### src/hdl/smf_pkg.sv
// ----------------------------------------------------------------------------
// smf_pkg
// Shared types for the sliding median filter: the compare flags that each
// sort cell shows to its two neighbors.
// ----------------------------------------------------------------------------
`default_nettype none

package smf_pkg;

    typedef struct packed {
        logic above_new;   // cell value is greater than the incoming sample
        logic past_old;    // cell value is greater than or equal to the leaving sample
    } smf_flags_t;

endpackage

`default_nettype wire

### src/hdl/smf_sample_if.sv
// ----------------------------------------------------------------------------
// smf_sample_if
// Valid/ready channel that carries one input sample per beat.
// ----------------------------------------------------------------------------
`default_nettype none

interface smf_sample_if #(
    parameter int SAMPLE_WIDTH = 16
) ();

    logic                           valid;
    logic                           ready;
    logic signed [SAMPLE_WIDTH-1:0] sample;

    modport source (output valid, output sample, input ready);
    modport sink   (input valid, input sample, output ready);

endinterface

`default_nettype wire

### src/hdl/smf_median_if.sv
// ----------------------------------------------------------------------------
// smf_median_if
// Valid/ready channel that carries one median result per beat.
// ----------------------------------------------------------------------------
`default_nettype none

interface smf_median_if #(
    parameter int SAMPLE_WIDTH = 16
) ();

    logic                           valid;
    logic                           ready;
    logic signed [SAMPLE_WIDTH-1:0] median;

    modport source (output valid, output median, input ready);
    modport sink   (input valid, input median, output ready);

endinterface

`default_nettype wire

### src/hdl/smf_sort_cell.sv
// ----------------------------------------------------------------------------
// smf_sort_cell
// One cell of the sorted window. Holds one value; on each accepted beat it
// keeps its value, takes a neighbor's value or takes the new sample, so that
// the row stays sorted ascending after one copy of the leaving sample is
// dropped and the new sample is inserted.
// ----------------------------------------------------------------------------
`default_nettype none

module smf_sort_cell #(
    parameter int SAMPLE_WIDTH = 16
) (
    input  wire logic                           clk,
    input  wire logic                           rst_n,
    input  wire logic                           shift_en,
    input  wire logic signed [SAMPLE_WIDTH-1:0] new_sample,
    input  wire logic signed [SAMPLE_WIDTH-1:0] old_sample,
    input  wire logic                           new_ge_old,
    input  wire logic signed [SAMPLE_WIDTH-1:0] left_value,
    input  wire logic signed [SAMPLE_WIDTH-1:0] right_value,
    input  wire smf_pkg::smf_flags_t            left_flags,
    input  wire smf_pkg::smf_flags_t            right_flags,
    output      smf_pkg::smf_flags_t            flags,
    output      logic signed [SAMPLE_WIDTH-1:0] value,
    output      logic signed [SAMPLE_WIDTH-1:0] value_next
);

    import smf_pkg::*;

    logic signed [SAMPLE_WIDTH-1:0] value_reg;

    always_comb
    begin
        flags.above_new = (value_reg > new_sample);
        flags.past_old  = (value_reg >= old_sample);
    end

    // leaving sample sits at or below the insertion point: slide down toward it
    // leaving sample sits above the insertion point: slide up toward it
    always_comb
    begin
        if (new_ge_old)
        begin
            if (flags.above_new || !flags.past_old)
                value_next = value_reg;
            else if (!right_flags.above_new)
                value_next = right_value;
            else
                value_next = new_sample;
        end
        else
        begin
            if (!flags.above_new)
                value_next = value_reg;
            else if (!left_flags.above_new)
                value_next = new_sample;
            else if (!left_flags.past_old)
                value_next = left_value;
            else
                value_next = value_reg;
        end
    end

    always_ff @(posedge clk or negedge rst_n)
    begin
        if (!rst_n)
            value_reg <= '0;
        else if (shift_en)
            value_reg <= value_next;
    end

    assign value = value_reg;

endmodule

`default_nettype wire

### src/hdl/sliding_median_filter.sv
// ----------------------------------------------------------------------------
// sliding_median_filter
// Running median over the last WINDOW_SIZE signed samples.
//
// Channels: samples (sink) takes one sample per beat; medians (source) gives
// one median per accepted sample, in order. Both are valid/ready; a beat
// moves when valid and ready are high at a rising clock edge.
// Output: a sample's median appears on medians in the cycle after its beat.
// Throughput: one sample per cycle while medians is not stalled. Each beat
// updates a row of WINDOW_SIZE sort cells, each cell deciding from its own
// two compares and its neighbors' flags; an arrival-order delay line names
// the sample that leaves the window.
// Stall: the median register holds while medians.ready is low; samples.ready
// stays high while that register is empty or is being drained in the same
// cycle, so a stalled receiver stops input after one waiting result.
// Reset: window and sorted row clear to zero at once, so early medians rank
// those zeros; no output is pending after reset.
// Median: the value at rank WINDOW_SIZE/2 of the ascending window (the upper
// middle value for an even window).
// ----------------------------------------------------------------------------
`default_nettype none

module sliding_median_filter #(
    parameter int WINDOW_SIZE  = 9,
    parameter int SAMPLE_WIDTH = 16
) (
    input  wire logic clk,
    input  wire logic rst_n,
    smf_sample_if.sink   samples,
    smf_median_if.source medians
);

    import smf_pkg::*;

    localparam int MID = WINDOW_SIZE / 2;

    logic signed [SAMPLE_WIDTH-1:0] hist_reg [WINDOW_SIZE];
    logic signed [SAMPLE_WIDTH-1:0] cell_value [WINDOW_SIZE];
    logic signed [SAMPLE_WIDTH-1:0] cell_next  [WINDOW_SIZE];
    smf_flags_t                     cell_flags [WINDOW_SIZE];

    logic                           out_valid_reg;
    logic signed [SAMPLE_WIDTH-1:0] median_reg;
    logic                           accept;
    logic signed [SAMPLE_WIDTH-1:0] old_sample;
    logic                           new_ge_old;

    assign samples.ready = !out_valid_reg || medians.ready;
    assign accept        = samples.valid && samples.ready;
    assign old_sample    = hist_reg[WINDOW_SIZE-1];
    assign new_ge_old    = (samples.sample >= old_sample);

    // advance the arrival-order line; the last tap is the sample that leaves
    always_ff @(posedge clk or negedge rst_n)
    begin
        if (!rst_n)
        begin
            for (int i = 0; i < WINDOW_SIZE; i++)
                hist_reg[i] <= '0;
        end
        else if (accept)
        begin
            hist_reg[0] <= samples.sample;
            for (int i = 1; i < WINDOW_SIZE; i++)
                hist_reg[i] <= hist_reg[i-1];
        end
    end

    genvar g;
    generate
        for (g = 0; g < WINDOW_SIZE; g++)
        begin : g_cell
            smf_flags_t                     left_flags;
            smf_flags_t                     right_flags;
            logic signed [SAMPLE_WIDTH-1:0] left_value;
            logic signed [SAMPLE_WIDTH-1:0] right_value;

            if (g == 0)
            begin : g_left_edge
                assign left_flags = '{above_new: 1'b0, past_old: 1'b0};
                assign left_value = cell_value[g];
            end
            else
            begin : g_left
                assign left_flags = cell_flags[g-1];
                assign left_value = cell_value[g-1];
            end

            if (g == WINDOW_SIZE - 1)
            begin : g_right_edge
                assign right_flags = '{above_new: 1'b1, past_old: 1'b1};
                assign right_value = cell_value[g];
            end
            else
            begin : g_right
                assign right_flags = cell_flags[g+1];
                assign right_value = cell_value[g+1];
            end

            smf_sort_cell #(
                .SAMPLE_WIDTH (SAMPLE_WIDTH)
            ) u_cell (
                .clk         (clk),
                .rst_n       (rst_n),
                .shift_en    (accept),
                .new_sample  (samples.sample),
                .old_sample  (old_sample),
                .new_ge_old  (new_ge_old),
                .left_value  (left_value),
                .right_value (right_value),
                .left_flags  (left_flags),
                .right_flags (right_flags),
                .flags       (cell_flags[g]),
                .value       (cell_value[g]),
                .value_next  (cell_next[g])
            );
        end
    endgenerate

    always_ff @(posedge clk or negedge rst_n)
    begin
        if (!rst_n)
            out_valid_reg <= 1'b0;
        else if (accept)
            out_valid_reg <= 1'b1;
        else if (medians.ready)
            out_valid_reg <= 1'b0;
    end

    always_ff @(posedge clk)
    begin
        if (accept)
            median_reg <= cell_next[MID];
    end

    assign medians.valid  = out_valid_reg;
    assign medians.median = median_reg;

    a_accept_gives_result: assert property (
        @(posedge clk) disable iff (!rst_n)
        accept |=> medians.valid
    ) else $error("accepted sample produced no median");

    a_empty_means_ready: assert property (
        @(posedge clk) disable iff (!rst_n)
        !medians.valid |-> samples.ready
    ) else $error("input stalled with no pending median");

    a_median_tracks_row: assert property (
        @(posedge clk) disable iff (!rst_n)
        medians.valid |-> (medians.median == cell_value[MID])
    ) else $error("pending median differs from middle sort cell");

    a_row_sorted_ends: assert property (
        @(posedge clk) disable iff (!rst_n)
        cell_value[0] <= cell_value[WINDOW_SIZE-1]
    ) else $error("sorted row out of order");

endmodule

`default_nettype wire

### src/flat_wrapper.sv
// flat-port wrapper written by rule: the top's interface ports become plain ports
module sliding_median_filter_flat import smf_pkg::*;
#(
    parameter int WINDOW_SIZE  = 9,
    parameter int SAMPLE_WIDTH = 16
)
  (clk, rst_n, samples_valid, samples_sample, samples_ready, medians_valid, medians_median, medians_ready);
  smf_sample_if #(.SAMPLE_WIDTH(SAMPLE_WIDTH)) samples_i ();
  smf_median_if #(.SAMPLE_WIDTH(SAMPLE_WIDTH)) medians_i ();
  input  wire logic clk;
  input  wire logic rst_n;
  input wire logic [$bits(samples_i.valid)-1:0] samples_valid;
  input wire logic [$bits(samples_i.sample)-1:0] samples_sample;
  output wire logic [$bits(samples_i.ready)-1:0] samples_ready;
  output wire logic [$bits(medians_i.valid)-1:0] medians_valid;
  output wire logic [$bits(medians_i.median)-1:0] medians_median;
  input wire logic [$bits(medians_i.ready)-1:0] medians_ready;
  assign samples_i.valid = samples_valid;
  assign samples_i.sample = samples_sample;
  assign samples_ready = samples_i.ready;
  assign medians_valid = medians_i.valid;
  assign medians_median = medians_i.median;
  assign medians_i.ready = medians_ready;
  sliding_median_filter #(.WINDOW_SIZE(WINDOW_SIZE), .SAMPLE_WIDTH(SAMPLE_WIDTH)) u_core (.clk(clk), .rst_n(rst_n), .samples(samples_i), .medians(medians_i));
endmodule
### config.mk
export PLATFORM = sky130hd
export DESIGN_NAME = sliding_median_filter_flat
export DESIGN_NICKNAME = d
export VERILOG_FILES = /design/src/hdl/smf_pkg.sv /design/src/hdl/smf_sample_if.sv /design/src/hdl/smf_median_if.sv /design/src/hdl/smf_sort_cell.sv /design/src/hdl/sliding_median_filter.sv /design/src/flat_wrapper.sv
export SDC_FILE = /design/constraint.sdc
export NUM_CORES = 1
export LEC_CHECK = 0
export ABC_AREA = 1
export BUFFER_PORTS_ARGS = -buffer_cell sky130_fd_sc_hd__buf_2
export CAP_MARGIN = 20
export CORE_MARGIN = 2
export CORE_UTILIZATION = 40
export CTS_CLUSTER_DIAMETER = 150
export CTS_CLUSTER_SIZE = 8
export DETAILED_ROUTE_END_ITERATION = 10
export SLEW_MARGIN = 10
export SYNTH_ARGS = -nofsm -noshare
export SYNTH_HDL_FRONTEND = slang
export SYNTH_SLANG_ARGS = --single-unit
### constraint.sdc
create_clock -name clk -period 7.23 [get_ports clk]
set_input_delay 1.0845 -clock clk [delete_from_list [all_inputs] [get_ports clk]]
set_output_delay 1.0845 -clock clk [all_outputs]
set_load 0.02 [all_outputs]
==> out/qor.json <==
{
  "pwr": {
    "powerDensity_nw_per_um2": 489,
    "power.static_leakage_nw": 14.3,
    "ir_worst_vdd_mv": 0.232,
    "total_power_mw": 12.7
  },
  "cells_and_area": {
    "final_util": 0.440,
    "area.growth.synth_to_final_pct": 8.22,
    "instances_no_fill": 4257,
    "largest_register_ff_count": 144,
    "net_total_in_the_final_layout": 3799,
    "final_layout_size_suffix_gt1_frac": 0.0583
  },
  "clock_network": {
    "clkLatencyLatePin_ns": 0.61,
    "post_cts_resized": 0,
    "clockBufferDepth": 3,
    "cts_tree": "built",
    "ctsRootBufferMaster": "sky130_fd_sc_hd__clkbuf_16",
    "cts_hold_buf": 0,
    "clkSinkCount": 305,
    "numCtsBuffers": 44,
    "cts-htree-levels": 2,
    "post_cts.repair.setup_buffers": 0,
    "clk_pin_slew_worst_paths_ns": 0.05
  },
  "logic_synthesis": {
    "post_synthesis_cell_area_um2": 24100,
    "synthesized_area_per_cell_um2": 6.88,
    "synthFlopType": "sky130_fd_sc_hd__dfrtp_1",
    "asr_flop_ratio_synth": 0.948,
    "synth.yosys.seq_area_share": 0.320,
    "postSynthNetCount": 3824,
    "postSynthCellCount": 3500,
    "yosys_register_bits": 305,
    "yosysWarnings": 0,
    "synth_cell_types": 38,
    "synth_edf_count": 16
  },
  "setup_path": {
    "worstPathArrival_ns": 5.08,
    "crit-reg2reg-launch": "u_core.g_cell[5].u_cell.value[15]",
    "crit_slowest_cell": "sky130_fd_sc_hd__nand3_2",
    "critPathTopFamily": "simple AND/OR/NAND/NOR gates",
    "worst_setup_end_kind": "flip-flop",
    "worstReg2RegEnd": "u_core.g_cell[6].u_cell.value[3]",
    "setup.reg_to_reg.worst_slack_ns": 3.50,
    "crit_top_cell": "sky130_fd_sc_hd__nand2_1",
    "path_class": "in -> reg",
    "cp.required_ns": 7.70,
    "crit_fanout": 26,
    "path_cells": "buf_2 -> inv_1 -> buf_4 -> ha_1 -> nand3_1 -> nor2_1 -> nand3_1 -> nand3_2 -> buf_4 -> inv_2 -> nand2_1 -> nand2_1 -> nand2_1 -> nand3_2 -> nand2_1 -> nand2_1",
    "worst-r2r-cell-count": 15,
    "cp_num_buf_inv": 5,
    "crit_path_start_kind": "input port",
    "worst_path_largest_cell_delay_ns": 0.63
  },
  "global_routing": {
    "grt_overflow_total": 0,
    "vias_in_the_first_global_route": 22300,
    "initial_antenna_violation_count": 3,
    "first_pass_grt_wire_length_um": 134000,
    "grtUsageTotal": 0.281,
    "grt_start_max_net_pins": 167
  },
  "min_path": {
    "min_path_type": "reg -> reg",
    "timing.hold.worst_endpoint": "u_core.hist_reg[45]",
    "holdPathStages": 2,
    "worst_hold_startpoint": "u_core.hist_reg[61]"
  },
  "timing": {
    "maxSlewViolCount": 0,
    "setup_slack_ns": 2.62,
    "finalHoldViolCount": 0,
    "timing.slew.headroom": 0.307,
    "finalSetupViolations": 0,
    "fin_skew_ns": 0.0335,
    "rsz0062_at_grt": "no",
    "setup_total_negative_slack_ns": 0,
    "worst_pin_slew_ns": 1.04,
    "period_needed_ns": 4.61,
    "final_period_util": 0.637,
    "max_clock_freq_mhz": 217
  },
  "detailed_routing": {
    "route.vias.total": 23400,
    "antenna_violating_nets_post_route": 0,
    "detailedRoute.firstIterationViolations": 2485,
    "drt_drc_violations_left": 0,
    "viasPerCell": 5.49,
    "drt_wl_total_um": 88000,
    "first_pass_iters": 6,
    "drt-wirelength-per-cell_um": 20.7
  },
  "die": {
    "dieHeight_um": 249,
    "dieWidth_um": 249,
    "floorplan.core_area_um2": 59200,
    "io_pins": 38,
    "die-area_um2": 62200,
    "initial_core_util": 0.406,
    "num_rows": 89
  },
  "run": {
    "drv_cap": 0
  },
  "place": {
    "hpwlAfterDp_um": 59100,
    "buffer_ports.inserted": 37,
    "place.gp.congestion": 0.957,
    "dp_slack_ns": 2.21,
    "placed_cells": 4202
  },
  "status": {
    "result_of_the_run": "finished clean"
  }
}
==> worst max-delay path by stage <==
stage / start / endpoint / slack [ns] / depth (start not counted)
after detailed placement: samples_sample[15] / u_core.g_cell[6].u_cell.value[10] / 2.21 / 17
final: samples_sample[9] / u_core.g_cell[6].u_cell.value[3] / 2.62 / 16
after floorplan: samples_sample[13] / u_core.medians.median[10] / 3.68 / 17
after global placement: samples_sample[0] / u_core.g_cell[3].u_cell.value[3] / 2.28 / 17
after CTS: samples_sample[9] / u_core.g_cell[6].u_cell.value[3] / 2.83 / 16
after global routing: samples_sample[15] / u_core.g_cell[6].u_cell.value[12] / 2.37 / 17
==> final cells by class <==
class | instances | area [µm²]
Tap cell | 773 | 967
Fill cell | 6200 | 33200
Multi-Input combinational cell | 2788 | 14600
Clock buffer | 51 | 1130
Clock inverter | 3 | 58.8
Timing Repair Buffer | 83 | 578
Antenna cell | 1 | 2.50
Inverter | 253 | 955
Sequential cell | 305 | 7710
==> synthesized netlist by cell type (2+ instances only) <==
cell type | instances | area share
sky130_fd_sc_hd__nor3_2 | 3 | 0.0012
sky130_fd_sc_hd__nand4_1 | 98 | 0.025
sky130_fd_sc_hd__edfxtp_1 | 16 | 0.020
sky130_fd_sc_hd__dfrtp_1 | 289 | 0.30
sky130_fd_sc_hd__buf_1 | 8 | 0.0012
sky130_fd_sc_hd__o21a_1 | 6 | 0.0019
sky130_fd_sc_hd__o21ai_1 | 16 | 0.0033
sky130_fd_sc_hd__o211ai_1 | 48 | 0.015
sky130_fd_sc_hd__nand3_2 | 19 | 0.0079
sky130_fd_sc_hd__nand3_1 | 234 | 0.049
sky130_fd_sc_hd__a21oi_2 | 2 | 0.00073
sky130_fd_sc_hd__nor2_1 | 100 | 0.016
sky130_fd_sc_hd__nand2_2 | 15 | 0.0039
sky130_fd_sc_hd__inv_2 | 15 | 0.0023
sky130_fd_sc_hd__clkbuf_1 | 77 | 0.012
sky130_fd_sc_hd__and2_1 | 18 | 0.0047
sky130_fd_sc_hd__nand3_4 | 3 | 0.0022
sky130_fd_sc_hd__nor2_2 | 2 | 0.00052
sky130_fd_sc_hd__buf_4 | 16 | 0.0050
sky130_fd_sc_hd__buf_2 | 42 | 0.0087
sky130_fd_sc_hd__nand3b_1 | 2 | 0.00062
sky130_fd_sc_hd__o21ai_0 | 109 | 0.023
sky130_fd_sc_hd__o21bai_1 | 3 | 0.00094
sky130_fd_sc_hd__nand2_1 | 1641 | 0.26
sky130_fd_sc_hd__a21oi_1 | 134 | 0.028
sky130_fd_sc_hd__nor2_4 | 7 | 0.0033
sky130_fd_sc_hd__a21o_1 | 4 | 0.0012
sky130_fd_sc_hd__buf_6 | 11 | 0.0051
sky130_fd_sc_hd__inv_1 | 238 | 0.037
sky130_fd_sc_hd__ha_1 | 304 | 0.16
sky130_fd_sc_hd__nor3_1 | 13 | 0.0027
==> per-stage QoR <==
step	hold slack, ns	instance area, µm²
final	0.463	26100
after global routing	0.481	26000
after CTS	0.465	26000
after detailed placement	0.453	24900
after global placement	0.447	24900
after floorplan	0.442	24100
==> tightest hold or removal path: cells and delay by family (launching register included) <==
kind             cells  cell delay (ns)
DFF                  1             0.34
and+or+nand+nor      2             0.09
==> placed cells by master, fill, tap and decap left out, drive strengths merged, types with 16 or more instances in the layout <==
master	synthesis	layout
nor2	109	109
ha	304	304
dfrtp	289	289
nor3	17	17
o211ai	48	48
nand4	99	99
a21oi	137	137
buf	77	83
edfxtp	16	16
o21ai	125	125
nand3	256	256
clkbuf	77	51
inv	253	254
and2	18	18
nand2	1657	1657
==> routing by layer <==
layer  up-vias  part of all wire  global-route usage
met1     10700              0.42               0.369
met3       274             0.084              0.0537
met2      1046              0.44               0.436
met5         -           0.00015                   0
li1      11300                 -                   -
met4         2             0.061               0.156
==> where the power goes <==
part	internal [mW]	leakage, nW	switching, mW	total, mW
sequential	2.35	3.87	0.804	3.15
clock	1.09	0.576	0.832	1.92
combinational	2.46	9.88	5.20	7.66
==> kinds of logic after synthesis <==
group	count (synthesis)	share of synthesized area
flip-flops	305	0.320
buffers and inverters	407	0.0716
AND/OR/NAND/NOR	2159	0.375
AO/OA/AOI/OAI	325	0.0748
adder cells (fa/ha/maj)	304	0.158
Note: power is estimated with default switching activity, not from simulation.
